<file path="src/hw/rtl/gbp_pkg.sv">
// Package for the gshare branch predictor: widths, register indexes,
// counter codes, the configuration struct and the counter update function.
// No dependencies.
package gbp_pkg;

    localparam int MAX_INDEX_BITS_DEF = 12;
    localparam int PC_W               = 32;
    localparam int COUNT_W            = 32;
    localparam int HIST_W             = 12;
    localparam int CFG_W              = 4;
    localparam int CFG_IDX_W          = 1;

    // configuration register indexes
    typedef enum logic [CFG_IDX_W-1:0] {
        REG_INDEX_BITS   = 1'b0,
        REG_HISTORY_BITS = 1'b1
    } cfg_reg_t;

    localparam logic [CFG_W-1:0] INDEX_BITS_RESET   = 4'd10;
    localparam logic [CFG_W-1:0] HISTORY_BITS_RESET = 4'd8;

    // 2-bit saturating counter codes
    typedef logic [1:0] ctr_t;
    localparam ctr_t CTR_STRONG_NT = 2'd0;
    localparam ctr_t CTR_WEAK_NT   = 2'd1;
    localparam ctr_t CTR_WEAK_T    = 2'd2;
    localparam ctr_t CTR_STRONG_T  = 2'd3;

    typedef struct packed {
        logic [CFG_W-1:0] index_bits;
        logic [CFG_W-1:0] history_bits;
    } gbp_cfg_t;

    // step one counter toward the resolved outcome, saturating
    function automatic ctr_t ctr_update(ctr_t ctr, logic taken);
        ctr_t res;
        res = ctr;
        if (taken)
        begin
            if (ctr != CTR_STRONG_T)
                res = ctr + 2'd1;
        end
        else
        begin
            if (ctr != CTR_STRONG_NT)
                res = ctr - 2'd1;
        end
        return res;
    endfunction

endpackage

</file>
<file path="src/hw/rtl/gbp_index_unit.sv">
// Table index and next global history for one branch.
// Depends on gbp_pkg.
module gbp_index_unit #(
    parameter int IDX_W = gbp_pkg::MAX_INDEX_BITS_DEF
) (
    input  gbp_pkg::gbp_cfg_t            cfg,
    input  logic [gbp_pkg::PC_W-1:0]     branch_pc,
    input  logic                         actual_taken,
    input  logic [gbp_pkg::HIST_W-1:0]   hist,
    output logic [IDX_W-1:0]             idx,
    output logic [gbp_pkg::HIST_W-1:0]   hist_next
);
    import gbp_pkg::*;

    localparam int SW  = (IDX_W > HIST_W) ? IDX_W : HIST_W;
    localparam int NHW = HIST_W + CFG_W;
    localparam logic [4:0] MAXB = 5'(IDX_W);

    logic [CFG_W-1:0]  m;
    logic [CFG_W-1:0]  n;
    logic [IDX_W-1:0]  mmask;
    logic [HIST_W-1:0] hist_m;
    logic [SW-1:0]     hist_sh;
    logic [NHW-1:0]    nh;

    // effective index and history lengths
    always_comb
    begin
        if (cfg.index_bits == '0)
            m = CFG_W'(1);
        else if (5'(cfg.index_bits) > MAXB)
            m = MAXB[CFG_W-1:0];
        else
            m = cfg.index_bits;
        n = (cfg.history_bits < m) ? cfg.history_bits : m;
    end

    // index: PC bits XOR history aligned to the top of the index
    always_comb
    begin
        mmask   = ~({IDX_W{1'b1}} << m);
        hist_m  = hist & ~({HIST_W{1'b1}} << n);
        hist_sh = SW'(hist_m) << (m - n);
        idx     = (branch_pc[IDX_W+1:2] ^ hist_sh[IDX_W-1:0]) & mmask;
    end

    // history shifts right, outcome enters at bit n-1
    always_comb
    begin
        nh = (NHW'(hist_m) >> 1) | (NHW'(actual_taken) << (n - CFG_W'(1)));
        if (n == '0)
            hist_next = '0;
        else
            hist_next = nh[HIST_W-1:0];
    end
endmodule

</file>
<file path="config.mk">
export PLATFORM = sky130hd
export DESIGN_NAME = gbp_index_unit
export DESIGN_NICKNAME = d
export VERILOG_FILES = /design/src/hw/rtl/gbp_pkg.sv /design/src/hw/rtl/gbp_index_unit.sv
export SDC_FILE = /design/constraint.sdc
export NUM_CORES = 1
export LEC_CHECK = 0
export ABC_AREA = 0
export BUFFER_PORTS_ARGS = -buffer_cell sky130_fd_sc_hd__buf_2
export CAP_MARGIN = 20
export CORE_UTILIZATION = 40
export DETAILED_ROUTE_END_ITERATION = 10
export PLACE_DENSITY = 0.76
export SLEW_MARGIN = 20
export SYNTH_ARGS = -nofsm -noshare
export SYNTH_HDL_FRONTEND = slang
export SYNTH_SLANG_ARGS = --single-unit
</file>
<file path="constraint.sdc">
create_clock -name vclk -period 9.6
set_input_delay 0.96 -clock vclk [all_inputs]
set_output_delay 0.96 -clock vclk [all_outputs]
set_load 0.1 [all_outputs]
</file>
==> summary.md <==
| Metric | Value |
|---|---|
| # setup viols final | 0 |
| Initial Util | 41.61% |
| Min Clock Period, post-route | 6.731 ns |
| LEAKAGE | 0.8240 nW |
| Final Net Count | 379 |
| Hold Crit Depth | 3 |
| Final hold vios | 0 |
| Die Span Y | 69.30 um |
| Vias | 2349 |
| Gate power share | 100.0% |
| Crit-path cells | buf_2 > clkinv_1 > ha_1 > a21oi_1 > and2_2 > o211a_1 > ha_1 > clkinv_1 > nor2_1 > a31o_2 > o31ai_1 > and3_2 > o31a_1 > a2111oi_2 > buf_2 |
| Hold buffer count at cts | 0 |
| RSZ-0062 raised after global routing | no |
| Worst-path fanout max | 21 |
| Crit. End Element | primary output |
| Pwr Total | 0.2927 mW |
| Pint | 0.07693 mW |
| P_sw | 0.2158 mW |
| Setup TNS | 0 ns |
| Port Buf Inserts | 57 |
| Max transition margin | 46.08% |
| Slew Limit Fails | 0 |
| Worst-Margin Slew | 0.8004 ns |
| Critical path startpoint | cfg[7] |
| CP peak stage delay | 0.60 ns |
| Clk network pwr share | 0% |
| Post-placement cell area | 2047 um2 |
| First-pass GRT wire length | 9480 um |
| Share of post-route cells with drive strength above 1 | 27.22% |
| Pin count of the biggest net entering global routing | 22 |
| CP startpoint kind | input port |
| Antenna diodes | 0 |
| Mapped Cells | 273 |
| Synthesis Warnings | 0 |
| Power Dens Cells | 143.0 nW/um2 |
| Vias per inst | 6.383 |
| Net Sw Frac | 73.72% |
| Initial DRC Count | 219 |
| Max_cap viols | 0 |
| Most frequent cells in the layout | buf_2 (57), nand2_1 (26), nor2_1 (25) |
| Most common cell after layout, fill and taps aside | buf_2 |
| DP HPWL | 4353 um |
| Post-CTS sizing | 0 |
| Hold Crit Start | branch_pc[2] |
| Number of global-route vias before repair | 2014 |
| Initial antenna violation count | 0 |
| Global Route Usage Sum | 22.77% |
| Routed wire length | 5606 um |
| Worst hold path type | input port to primary output |
| Synth Cell Area | 1812 um2 |
| CORE AREA | 4354 um2 |
| Req. time, crit path | 8.64 ns |
| Status | completed |
| I/O pins | 77 |
| Register area | 0 um2 |
| Area grow syn2layout | 12.98% |
| Distinct cells, synth | 69 |
| Max frequency | 148.6 MHz |
| Wire per inst | 15.23 um |
| Die Area | 4802 um2 |
| Row count | 24 |
| Critical path data arrival time | 5.77 ns |
| WS Path Type | input port to primary output |
| Final instance area | 2047 um2 |
| Peak VDD IR | 0.00008857 V |
| Remaining DRCs | 0 |
| Die X-Extent | 69.30 um |
| Setup bufs post-CTS | 0 |
| Post-Syn Nets | 334 |
| Crit path max-delay cell type | ha_1 |
| GP Congestion | 0.9113 |
| Post-synthesis sequential area ratio | 0% |
| Grt total ovfl | 0 |
| CLK BUF | 0 |
| Period utilization | 70.11% |
| Avg Cell Area, Syn | 6.636 um2 |
| Final sequential cell count | 0 |
| Post-DRT Antenna Nets | 0 |
| Initial DRT Pass Iterations | 6 |
| Sequential share of power | 0% |
## cell type report
| cell class | instances | area (um2) |
|---|---|---|
| Timing Repair Buffer | 58 | 292.8 |
| Multi-Input combinational cell | 245 | 1640 |
| Tap cell | 52 | 65.06 |
| Fill cell | 459 | 2307 |
| Inverter | 13 | 48.80 |
## cell usage after synthesis, types with 3 or more instances
library cell   n  share of area, %
o32ai_1        3               1.5
or3_1          5               1.7
buf_2          3              0.83
nor2b_1        3               1.0
mux2i_1        4               2.2
o31a_1         4               1.9
mux2_2         4               2.5
nor3_1        10               2.8
nand4_1        3               1.0
inv_1          9               1.9
a21oi_1       19               5.2
nand2_1       26               5.4
nor4_1         5               1.7
a31o_2         3               1.5
o311ai_0       3               1.5
buf_6          3               1.9
a31oi_1        5               1.7
o21a_1         4               1.7
clkbuf_1       4              0.83
a21boi_0       3               1.2
clkinv_1       3              0.62
or3_2          3               1.2
clkbuf_8       4               3.0
a211oi_1       4               1.7
and2_1         3               1.0
ha_1           8               5.5
o31ai_1        5               2.1
xnor2_1        6               2.9
o21ai_0       17               4.7
nand2b_1       3               1.0
nor2_1        25               5.2
o211ai_1       4               1.7
nand3_1       16               4.4
o2111ai_1      6               2.9
## layer usage
layer  track usage, %  share of wire [%]  vias to the layer above
li1                 -                  -                     1153
met1            33.60                 46                     1064
met2            36.46                 44                      124
met3            1.599                8.6                        8
met4            3.855                1.3                        0
met5                0                  0                        -
## worst paths after layout
check,to,slack (ns)
worst max-delay path,idx[10],2.87
worst min-delay path,idx[0],2.34
## logic make-up (layout without fill, tap and decap cells)
family / count (synthesis) / after routing / share of synthesized area [%]
adders and majority gates: 8 / 8 / 5.525
xor gates and xnor gates: 7 / 7 / 3.384
and+or+nand+nor: 114 / 114 / 31.84
AOI/OAI and AO/OA: 108 / 108 / 45.10
muxes: 8 / 8 / 4.696
buffers and inverters: 28 / 71 / 9.460
## metrics by stage
step / hold WS, ns / instances / utilization (%) / setup WS, ns
final: 2.342 / 368 / 47.01 / 2.869
after global routing: 2.357 / 368 / 47.01 / 2.484
after CTS: 2.343 / 368 / 47.01 / 2.927
after detailed placement: 2.343 / 368 / 47.01 / 2.950
after global placement: 2.339 / 368 / 47.01 / 3.002
after floorplan: 2.263 / 273 / - / 1.775
## worst max-delay path: cells and delay by family
family | cells | cell delay (ns)
buffers and inverters | 4 | 1.51
AO/OA/AOI/OAI | 6 | 1.50
adder cells (fa/ha/maj) | 2 | 0.93
AND/OR/NAND/NOR | 3 | 0.86
## power by group through the flow
stage	registers, mW	logic (mW)	clock network (mW)
after CTS	0	0.289	0
after detailed placement	0	0.288	0
after floorplan	0	0.246	0
after global routing	0	0.314	0
after global placement	0	0.286	0
final	0	0.293	0
Power figures use the tool's default switching activity.
